## src/sv/sawc_pkg.sv

```systemverilog
// shared types, constants and address helpers of the set-associative write-back cache
// no dependencies
package sawc_pkg;

  localparam int WAY_COUNT  = 4;
  localparam int SET_COUNT  = 64;
  localparam int LINE_BYTES = 32;
  localparam int NUM_LINES  = WAY_COUNT * SET_COUNT;
  localparam int DATA_BYTES = NUM_LINES * LINE_BYTES;

  localparam int OFF_W  = (LINE_BYTES > 1) ? $clog2(LINE_BYTES) : 1;
  localparam int SET_SH = $clog2(SET_COUNT);
  localparam int SET_W  = (SET_COUNT > 1) ? $clog2(SET_COUNT) : 1;
  localparam int WAY_W  = (WAY_COUNT > 1) ? $clog2(WAY_COUNT) : 1;
  localparam int LINE_W = (NUM_LINES > 1) ? $clog2(NUM_LINES) : 1;
  localparam int BYTE_W = $clog2(DATA_BYTES);
  localparam int TOFF_W = OFF_W + 1;

  localparam logic [31:0] POISON    = 32'hBAAAAAAD;
  localparam logic [31:0] LINE_MASK = ~(32'(LINE_BYTES) - 32'd1);

  localparam logic [1:0] OP_TICK  = 2'd0;
  localparam logic [1:0] OP_READ  = 2'd1;
  localparam logic [1:0] OP_WRITE = 2'd2;

  localparam logic [1:0] CMD_NONE  = 2'd0;
  localparam logic [1:0] CMD_READ  = 2'd1;
  localparam logic [1:0] CMD_WRITE = 2'd2;

  typedef logic [OFF_W-1:0]  off_t;
  typedef logic [SET_W-1:0]  set_t;
  typedef logic [WAY_W-1:0]  way_t;
  typedef logic [LINE_W-1:0] line_t;
  typedef logic [BYTE_W-1:0] byte_t;
  typedef logic [TOFF_W-1:0] toff_t;

  typedef struct packed {
    logic [31:0] line_addr;
    set_t        lset;
    way_t        way;
    logic        is_write;
  } line_op_t;

  typedef struct packed {
    logic valid;
    logic dirty;
  } line_meta_t;

  typedef enum logic [4:0] {
    DP_NOP,
    DP_LATCH,
    DP_LOOK_RD,
    DP_WAY_NEXT,
    DP_BYTE_RD,
    DP_BYTE_ACC,
    DP_BYTE_WR,
    DP_HIT_DONE,
    DP_MISS_RD,
    DP_MISS,
    DP_MISS_WB,
    DP_RUN_XFER,
    DP_FILL_LO,
    DP_FILL_HI,
    DP_CHK_POP,
    DP_ISSUE_RD,
    DP_WB_LO,
    DP_WB_HI,
    DP_WB_SET
  } dp_op_t;

  typedef struct packed {
    dp_op_t op;
  } dp_cmd_t;

  typedef struct packed {
    logic clearing;
    logic active;
    logic pend_zero;
    logic mem_busy;
    logic awaiting;
    logic head_write;
    logic hit;
    logic last_way;
    logic req_write;
    logic bytes_left;
    logic victim_dirty;
    logic line_end;
  } dp_stat_t;

  typedef enum logic [4:0] {
    S_IDLE,
    S_DECIDE,
    S_LOOK_RD,
    S_LOOK_CMP,
    S_HIT_RD,
    S_HIT_RDQ,
    S_HIT_WR,
    S_MISS,
    S_MISS_WB,
    S_RUN,
    S_FILL_LO,
    S_FILL_HI,
    S_CHK,
    S_WB_HI,
    S_WB_SET,
    S_OUT
  } ctrl_state_t;

  function automatic set_t set_of(logic [31:0] a);
    return SET_W'((a >> OFF_W) % SET_COUNT);
  endfunction

  function automatic logic [31:0] tag_of(logic [31:0] a);
    return a >> (OFF_W + SET_SH);
  endfunction

  function automatic line_t line_idx(way_t w, set_t s);
    return LINE_W'(int'(w) * SET_COUNT + int'(s));
  endfunction

  function automatic byte_t byte_idx(line_t l, off_t o);
    return BYTE_W'(int'(l) * LINE_BYTES + int'(o));
  endfunction

endpackage

```

## src/sv/sawc_ctrl.sv

```systemverilog
// cache sequencer: walks lookup, hit access, miss setup and line transfer steps per beat
// depends on sawc_pkg
module sawc_ctrl (
  input  logic               clk,
  input  logic               rst,
  input  logic               in_valid,
  output logic               in_ready,
  output logic               out_valid,
  input  logic               out_ready,
  input  sawc_pkg::dp_stat_t stat,
  output sawc_pkg::dp_cmd_t  cmd
);

  sawc_pkg::ctrl_state_t state;
  sawc_pkg::ctrl_state_t state_next;

  always_ff @(posedge clk) begin
    if (rst) begin
      state <= sawc_pkg::S_IDLE;
    end else begin
      state <= state_next;
    end
  end

  always_comb begin
    state_next = state;
    cmd.op     = sawc_pkg::DP_NOP;
    in_ready   = 1'b0;
    out_valid  = 1'b0;
    case (state)
      sawc_pkg::S_IDLE: begin
        in_ready = !stat.clearing;
        if (in_valid && !stat.clearing) begin
          cmd.op     = sawc_pkg::DP_LATCH;
          state_next = sawc_pkg::S_DECIDE;
        end
      end
      sawc_pkg::S_DECIDE: begin
        if (stat.active && stat.pend_zero) begin
          state_next = sawc_pkg::S_LOOK_RD;
        end else if (stat.active) begin
          state_next = sawc_pkg::S_RUN;
        end else begin
          state_next = sawc_pkg::S_OUT;
        end
      end
      sawc_pkg::S_LOOK_RD: begin
        cmd.op     = sawc_pkg::DP_LOOK_RD;
        state_next = sawc_pkg::S_LOOK_CMP;
      end
      sawc_pkg::S_LOOK_CMP: begin
        if (stat.hit) begin
          state_next = stat.req_write ? sawc_pkg::S_HIT_WR : sawc_pkg::S_HIT_RD;
        end else if (stat.last_way) begin
          cmd.op     = sawc_pkg::DP_MISS_RD;
          state_next = sawc_pkg::S_MISS;
        end else begin
          cmd.op     = sawc_pkg::DP_WAY_NEXT;
          state_next = sawc_pkg::S_LOOK_RD;
        end
      end
      sawc_pkg::S_HIT_RD: begin
        if (stat.bytes_left) begin
          cmd.op     = sawc_pkg::DP_BYTE_RD;
          state_next = sawc_pkg::S_HIT_RDQ;
        end else begin
          cmd.op     = sawc_pkg::DP_HIT_DONE;
          state_next = sawc_pkg::S_RUN;
        end
      end
      sawc_pkg::S_HIT_RDQ: begin
        cmd.op     = sawc_pkg::DP_BYTE_ACC;
        state_next = sawc_pkg::S_HIT_RD;
      end
      sawc_pkg::S_HIT_WR: begin
        if (stat.bytes_left) begin
          cmd.op = sawc_pkg::DP_BYTE_WR;
        end else begin
          cmd.op     = sawc_pkg::DP_HIT_DONE;
          state_next = sawc_pkg::S_RUN;
        end
      end
      sawc_pkg::S_MISS: begin
        cmd.op     = sawc_pkg::DP_MISS;
        state_next = stat.victim_dirty ? sawc_pkg::S_MISS_WB : sawc_pkg::S_RUN;
      end
      sawc_pkg::S_MISS_WB: begin
        cmd.op     = sawc_pkg::DP_MISS_WB;
        state_next = sawc_pkg::S_RUN;
      end
      sawc_pkg::S_RUN: begin
        if (stat.pend_zero || stat.mem_busy) begin
          state_next = sawc_pkg::S_OUT;
        end else if (stat.awaiting && !stat.head_write) begin
          state_next = sawc_pkg::S_FILL_LO;
        end else if (stat.awaiting) begin
          cmd.op     = sawc_pkg::DP_RUN_XFER;
          state_next = sawc_pkg::S_CHK;
        end else begin
          state_next = sawc_pkg::S_CHK;
        end
      end
      sawc_pkg::S_FILL_LO: begin
        cmd.op     = sawc_pkg::DP_FILL_LO;
        state_next = sawc_pkg::S_FILL_HI;
      end
      sawc_pkg::S_FILL_HI: begin
        cmd.op     = sawc_pkg::DP_FILL_HI;
        state_next = sawc_pkg::S_CHK;
      end
      sawc_pkg::S_CHK: begin
        if (stat.line_end) begin
          cmd.op     = sawc_pkg::DP_CHK_POP;
          state_next = sawc_pkg::S_RUN;
        end else if (!stat.awaiting && stat.head_write) begin
          cmd.op     = sawc_pkg::DP_WB_LO;
          state_next = sawc_pkg::S_WB_HI;
        end else if (!stat.awaiting) begin
          cmd.op     = sawc_pkg::DP_ISSUE_RD;
          state_next = sawc_pkg::S_OUT;
        end else begin
          state_next = sawc_pkg::S_OUT;
        end
      end
      sawc_pkg::S_WB_HI: begin
        cmd.op     = sawc_pkg::DP_WB_HI;
        state_next = sawc_pkg::S_WB_SET;
      end
      sawc_pkg::S_WB_SET: begin
        cmd.op     = sawc_pkg::DP_WB_SET;
        state_next = sawc_pkg::S_OUT;
      end
      sawc_pkg::S_OUT: begin
        out_valid = 1'b1;
        if (out_ready) begin
          state_next = sawc_pkg::S_IDLE;
        end
      end
      default: begin
        state_next = sawc_pkg::S_IDLE;
      end
    endcase
  end

endmodule

```

## config.mk

```make
export PLATFORM = sky130hd
export DESIGN_NAME = sawc_ctrl
export DESIGN_NICKNAME = d
export VERILOG_FILES = /design/src/sv/sawc_pkg.sv /design/src/sv/sawc_ctrl.sv
export SDC_FILE = /design/constraint.sdc
export NUM_CORES = 1
export LEC_CHECK = 0
export BUFFER_PORTS_ARGS = -buffer_cell sky130_fd_sc_hd__buf_2
export CORE_AREA = 2 2 39 41
export DETAILED_ROUTE_END_ITERATION = 16
export DIE_AREA = 0 0 41 43
export PLACE_DENSITY = 0.78
export RECOVER_POWER = 25
export SLEW_MARGIN = 20
export SYNTH_ARGS = -nofsm -noshare
export SYNTH_HDL_FRONTEND = slang
export SYNTH_SLANG_ARGS = --single-unit
```

## constraint.sdc

```tcl
create_clock -name clk -period 5.5 [get_ports clk]
set_clock_uncertainty 0.05 [all_clocks]
set_input_delay 1.65 -clock clk [delete_from_list [all_inputs] [get_ports clk]]
set_output_delay 1.65 -clock clk [all_outputs]
set_load 0.005 [all_outputs]
```

### Word level (Yosys, flattened, before mapping)

Cells that the tools add are included.

| storage, ports and cells | value |
|---|---|
| bits of input ports | 16 |
| output and inout bits | 7 |
| register bits | 5 |
| word-level logic and storage cells | 58 |

| cells by class | value |
|---|---|
| equal/unequal tests | 18 |
| muxes and demuxes | 29 |
| reductions and logical operators | 10 |

Operators with widths:

| operator | number |
|---|---|
| case mux 5 bit (16 select lines) | 1 |
| case mux 5 bit (14 select lines) | 1 |
| equality test 5 x 4 -> 1 bit (second input constant) | 8 |
| 2-to-1 mux 4 bit | 8 |
| 2-to-1 mux 5 bit | 5 |
| equality test 5 x 3 -> 1 bit (second input constant) | 4 |
| 2-to-1 mux 3 bit | 6 |
| equality test 5 x 2 -> 1 bit (second input constant) | 2 |
| 2-to-1 mux 2 bit | 3 |
| inequality test 2 bit (second input constant) | 3 |
| equality test 5 x 1 -> 1 bit (second input constant) | 1 |
| zero test 5 bit | 1 |
| 2-to-1 mux 1 bit | 5 |
| logical AND 1 bit | 4 |
| zero test 1 bit | 3 |
| AND reduction 3 bit | 1 |
| logical OR 1 bit | 1 |

### Depth between registers and ports, before layout

Gate-level depths: netlist of the first run.

| logic depth | value |
|---|---|
| depth after elaboration | 5 |
| mapped depth | 6 |
| gate-level depth less buffers | 4 |

### Worst setup path before layout of the first run

OpenSTA, ideal clock, no wires.

| timing | value |
|---|---|
| kind | in2out |
| start | in stat[8] (netlist bit) |
| end | out cmd[1] (netlist bit) |
| arrival time | 2.586 ns |
| required time | 3.800 ns |
| path buffers | 0 |
| path slack | 1.214 ns |
| cell stages on the path | 4 |
| path through | or4bb_1 -> a21oi_1 -> nor2_1 -> o22ai_1 |

RTL lines:

| what | RTL line | RTL |
|---|---|---|
| from (decl) | sawc_ctrl.sv:10 | `input sawc_pkg::dp_stat_t stat,` |
| to (decl) | sawc_ctrl.sv:11 | `output sawc_pkg::dp_cmd_t cmd` |

==> results of run 1 <==
[per-stage QoR]
step / utilization / worst slack, ns / power, uW / instances / hold WS [ns]
finish: 0.545 / 0.939 / 384 / 128 / 0.807
global route: 0.545 / 0.866 / 425 / 128 / 0.855
CTS: 0.547 / 0.937 / 384 / 128 / 0.800
detailed placement: 0.531 / 0.944 / 345 / 125 / 0.789
global placement: 0.531 / 0.948 / 345 / 125 / 0.799
floorplan: - / 1.21 / 290 / 94 / 0.551
[placed cells by master (no fill, tap or decap), types with 3 or more instances in the layout]
cell and instances:
nand2_1 6, nand2b_1 4, nor2b_1 3, nor2_1 12, o21ai_0 6, buf_2 20, dfxtp_1 4, inv_1 6
o32ai_1 3, clkbuf_4 3, a21oi_1 6
[worst max-delay path, delay by kind of cell]
kind / cells / cell delay [ns]
compound gates: 2 / 0.34
buf+inv: 2 / 0.27
simple gates: 2 / 0.60
[cell families after synthesis]
kind of cell | after synthesis | synth area share
DFF | 4 | 0.125
and+or+nand+nor | 39 | 0.343
AOI/OAI and AO/OA | 38 | 0.439
buffers and inverters | 13 | 0.0936
[layout make-up]
class,count,area share
repair buffers,22,0.143
flip-flops and latches,4,0.106
multi-input cells,77,0.665
well taps,16,0.0265
inverters,6,0.0299
clock buffers,3,0.0299
[where the power goes]
group	internal (uW)	switching [uW]	leakage, uW
clock network	24.4	11.7	0.0000138
registers	44.5	75.4	0.0000331
logic	115	113	0.000244
total	184	200	0.000291
[metal layers]
layer  up-vias  routed length, um  GRT usage
li1        400                  -          -
met1       369                754      0.312
met2        34                776      0.316
met3         0                129     0.0314
met4         0                  0     0.0600
met5         -                  0          0
[worst paths after layout]
path / end / start / depth (start not counted) / slack [ns]
worst max-delay path: cmd[1] / stat[6] / 6 / 0.94
worst min register to register: state[0] / state[0] / 3 / 0.81
worst max register to register: state[1] / state[3] / 3 / 3.62
worst min-delay path: state[0] / state[0] / 3 / 0.81
==> flow_summary.yaml, run 1 <==
outcome:
  outcome: "complete, no violations"
critical_path:
  crit_chain: "buf_2 > or4bb_1 > a21oi_1 > nor2_1 > o22ai_1 > buf_2"
  critPathLaunchType: "input pin"
  path_class: "input pin to primary output"
  end_kind: "primary output"
  cpMaxStageDelayCell: "or4bb_1"
  path_common_cell: "buf_2"
  crit_fanout: 6
  slowest_delay_ns: 0.55
  crit_arrival_ns: 2.86
  required_ns: 3.80
drt:
  drc: 0
  drt_wl_total_um: 1660
  wire_per_inst_um: 13.0
  post_drt_via_cell_ratio: 6.27
  ant_nets: 0
  vias: 803
  dr.pass1.iters: 4
  drt_iter0_markers: 34
synthesis:
  syn_avg_cell_area_um2: 6.83
  synth.distinct_cells: 43
  yosysWarnings: 0
  yosysTopAreaCellShare: 0.125
  ys_ff_latch: 4
  seq_area_frac_synth: 0.125
  synth_area_um2: 642
  synth.area.top_cells: "dfxtp_1 (12%), nor2_1 (7.0%), a21oi_1 (4.7%)"
  yosysMostFrequentCell: "nor2_1"
  synth_largest_area_cell: "dfxtp_1"
  async_flop_share: 0
  netlist_instances: 94
  synth_commonest_cells: "nor2_1 (12), a21oi_1 (6), inv_1 (6), nand2_1 (6), o21ai_0 (6)"
  syn_nets: 110
  synth_edf_count: 0
  ys.flop_type: "dfxtp_1"
global_routing:
  grt_pass1_wl_um: 2680
  antenna_found_initial: 0
  grt_max_degree: 25
  grt_usage: 0.214
  grt_overflow: 0
  grt_pass1_vias: 633
sta:
  fin_tns_setup_ns: 0
  rsz0062_at_grt: "no"
  timing.slew.headroom: 0.503
  fmax_ghz: 0.219
  slew_violations: 0
  fin_crit_ns: 4.56
  tightest_slew_ns: 0.744
  finalSetupViolCount: 0
  hold_viol_final: 0
  timing.final.crit_share: 0.829
floorplan:
  dieArea_um2: 1760
  die_w_um: 41
  initial_core_util: 0.464
  io_pins: 23
  die_h_um: 43
  rows: 14
  core_area_um2: 1380
clock_tree:
  cts_buffer_depth: 2
  post_cts_buffers: 0
  clk_latency_ns: 0.23
  postCtsHoldBufs: 0
  clkTransAtPathRegs_ns: 0.04
  cts_tree: "yes"
  clock-sinks: 4
  htree_num_levels: 1
  ctsResizeCount: 0
  cts-buffers-inserted: 3
  cts_root_buf: "clkbuf_4"
hold_path:
  hold_path_class: "flop to flop"
layout:
  register_area_um2: 80.1
  fin_nets: 130
  multi_input_area_um2: 502
  n_fill_cell: 134
  fin_area_um2: 754
  top_regs: "state (4)"
  num_antenna_cells: 0
  syn2layout_area_growth_pct: 17.5
  largest_register_ffs: 4
  drive_gt1_frac: 0.241
  top_register: "state"
place:
  dpl.hpwl_um: 1240
  place_congestion: 0.867
  dpl_cell_area_um2: 734
  numPortBuffers: 22
pwr:
  p_leak_uw: 0.000291
  peakVddDrop_mv: 0.166
  p_per_area_nw_per_um2: 509
run:
  cap_viol_max_count: 0
Note: power is estimated with default switching activity, not from simulation.
==> inputs of run 2 (changes only) <==
--- a/config.mk
+++ b/config.mk
@@ -5,11 +5,11 @@
 export SDC_FILE = /design/constraint.sdc
 export NUM_CORES = 1
 export LEC_CHECK = 0
+export ABC_AREA = 1
 export BUFFER_PORTS_ARGS = -buffer_cell sky130_fd_sc_hd__buf_2
-export CORE_AREA = 2 2 39 41
+export CORE_UTILIZATION = 42
 export DETAILED_ROUTE_END_ITERATION = 16
-export DIE_AREA = 0 0 41 43
-export PLACE_DENSITY = 0.78
+export PLACE_DENSITY = 0.73
 export RECOVER_POWER = 25
 export SLEW_MARGIN = 20
 export SYNTH_ARGS = -nofsm -noshare
==> constraint.sdc (replaced) <==
create_clock -name clk -period 3.8 [get_ports clk]
set_clock_uncertainty 0.05 [all_clocks]
set_input_delay 1.14 -clock clk [delete_from_list [all_inputs] [get_ports clk]]
set_output_delay 1.14 -clock clk [all_outputs]
set_load 0.005 [all_outputs]
==> flow_summary.yaml, run 2 <==
place:
  place_congestion: 0.938
  place_ws_ns: 0.689
  numPortBuffers: 22
  dpl.hpwl_um: 1310
  post-place-cells: 165
layout:
  fin_nets: 171
  num_antenna_cells: 0
  mostFrequentLayoutCell: "nand2_1"
  largest_register_ffs: 4
  top_register: "state"
  multi_input_area_um2: 422
  drive_gt1_frac: 0.176
  layoutNonFillerInstCount: 168
  n_fill_cell: 153
  syn2layout_area_growth_pct: 25.1
  register_area_um2: 80.1
  layout_common_cells: "nand2_1 (45), inv_1 (27), buf_2 (22)"
  top_regs: "state (4)"
global_routing:
  grt_pass1_vias: 648
  grt_pass1_wl_um: 2280
  grt_overflow: 0
  antenna_found_initial: 0
  grt_max_degree: 8
  grt_usage: 0.209
synthesis:
  ys_ff_latch: 4
  synth_largest_area_cell: "nand2_1"
  synth_area_um2: 603
  ys.flop_type: "dfxtp_1"
  synth.distinct_cells: 11
  yosysMostFrequentCell: "nand2_1"
  syn_nets: 144
  netlist_instances: 128
  synth_edf_count: 0
  seq_area_frac_synth: 0.133
  yosysTopAreaCellShare: 0.280
  synth.area.top_cells: "nand2_1 (28%), inv_1 (17%), dfxtp_1 (13%)"
  synth_commonest_cells: "nand2_1 (45), inv_1 (27), nor2_1 (21)"
  async_flop_share: 0
  yosysWarnings: 0
  syn_avg_cell_area_um2: 4.71
critical_path:
  rr_endpoint: "state[2]"
  end_kind: "primary output"
  path_class: "input pin to primary output"
  critPathLaunchType: "input pin"
  timing.rr.start: "state[2]"
  worst_r2r_path_depth: 9
  crit_fanout: 3
  crit_arrival_ns: 1.91
  required_ns: 2.61
  rrSetupSlack_ns: 2.41
sta:
  slew_violations: 0
  finalSetupViolCount: 0
  rsz0062_at_grt: "no"
  tightest_slew_ns: 0.282
  fin_crit_ns: 3.10
  fin_tns_setup_ns: 0
  hold_viol_final: 0
  fin_ws_ns: 0.701
  fmax_ghz: 0.323
  timing.final.crit_share: 0.816
  timing.slew.headroom: 0.810
hold_path:
  holdCritStartpoint: "state[3]"
  hold_path_class: "flop to flop"
  hold_depth: 2
  hold_end: "state[3]"
drt:
  wl_met3_um: 72
  drc: 0
  dr_wl_met2_um: 714
  dr.pass1.iters: 4
  vias: 821
  dr.max_layer_used: "met4"
  post_drt_via_cell_ratio: 4.89
  met1Wirelength_um: 714
  ant_nets: 0
  drt_iter0_markers: 36
  drt_wl_total_um: 1510
  wire_per_inst_um: 9.01
floorplan:
  initial_core_util: 0.458
  core_area_um2: 1320
  die_w_um: 39.9
  rows: 13
  die_h_um: 39.9
  io_pins: 23
  dieArea_um2: 1590
clock_tree:
  cts_root_buf: "clkbuf_4"
  clk_latency_ns: 0.23
  post_cts_buffers: 0
  clock-sinks: 4
  cts_buffer_depth: 2
  cts-buffers-inserted: 3
  htree_num_levels: 1
  clkTransAtPathRegs_ns: 0.03
  postCtsHoldBufs: 0
  cts_tree: "yes"
  ctsResizeCount: 0
run:
  cap_viol_max_count: 0
pwr:
  p_leak_uw: 0.000485
  p_per_area_nw_per_um2: 544
  peakVddDrop_mv: 0.239
outcome:
  outcome: "complete, no violations"
[run 2: cell types whose count changed in the layout (fill, tap and decap cells not counted), sizes merged, moves of 3 or more]
cell     before  now
a2111oi       3    0
inv           6   27
nand2         6   46
nand2b        4    0
nand3         1    8
nand4         1    5
nor2         12   22
nor2b         3    0
o21ai         6    9
o32ai         4    0
[run 2: report_power, final]
group / total (uW) / switching [uW] / leakage, uW / internal (uW)
clock: 50.2 / 15.1 / 0.0000138 / 35.1
sequential: 86.6 / 26.0 / 0.0000328 / 60.6
combinational: 274 / 172 / 0.000438 / 102
total: 411 / 213 / 0.000485 / 197
[run 2: per-layer routing]
metal | vias up | global-route usage
met5 | - | 0
met4 | 0 | 0.0948
met3 | 2 | 0.00568
met2 | 28 | 0.379
met1 | 345 | 0.247
li1 | 446 | -
[run 2: through the flow]
stage | hold slack, ns | area (um2) | util | total power (uW)
6_report | 0.553 | 754 | 0.573 | 411
5_1_grt | 0.577 | 754 | 0.573 | 457
3_5_place_dp | 0.545 | 732 | 0.556 | 358
4_1_cts | 0.558 | 754 | 0.573 | 412
3_3_place_gp | 0.528 | 732 | 0.556 | 354
2_1_floorplan | 0.484 | 603 | - | 276
[run 2: worst max path at each step]
stage / from / to / cells after the start
after global placement: stat[9] / cmd[3] / 8
final: stat[9] / cmd[1] / 8
after floorplan: stat[9] / cmd[1] / 6
after global routing: stat[9] / cmd[1] / 8
after CTS: stat[9] / cmd[1] / 8
after detailed placement: stat[9] / cmd[1] / 8
[run 2: area by class of cell]
class | instances | area share
clock buffers | 3 | 0.0299
repair buffers | 22 | 0.146
multi-input cells | 97 | 0.559
flip-flops and latches | 4 | 0.106
well taps | 15 | 0.0249
inverters | 27 | 0.134
[run 2: logic make-up (layout without fill, tap and decap cells)]
group	after synthesis	in the layout	share of synthesized area
buf+inv	27	52	0.168
compound gates	16	16	0.141
flops	4	4	0.133
simple gates	81	81	0.558
[run 2: critical path: stages]
cell     delay (ns)
buf_2          0.10
inv_1          0.06
nand2_1        0.07
inv_1          0.07
nand4_1        0.13
o21a_1         0.16
nand4_1        0.07
buf_2          0.11
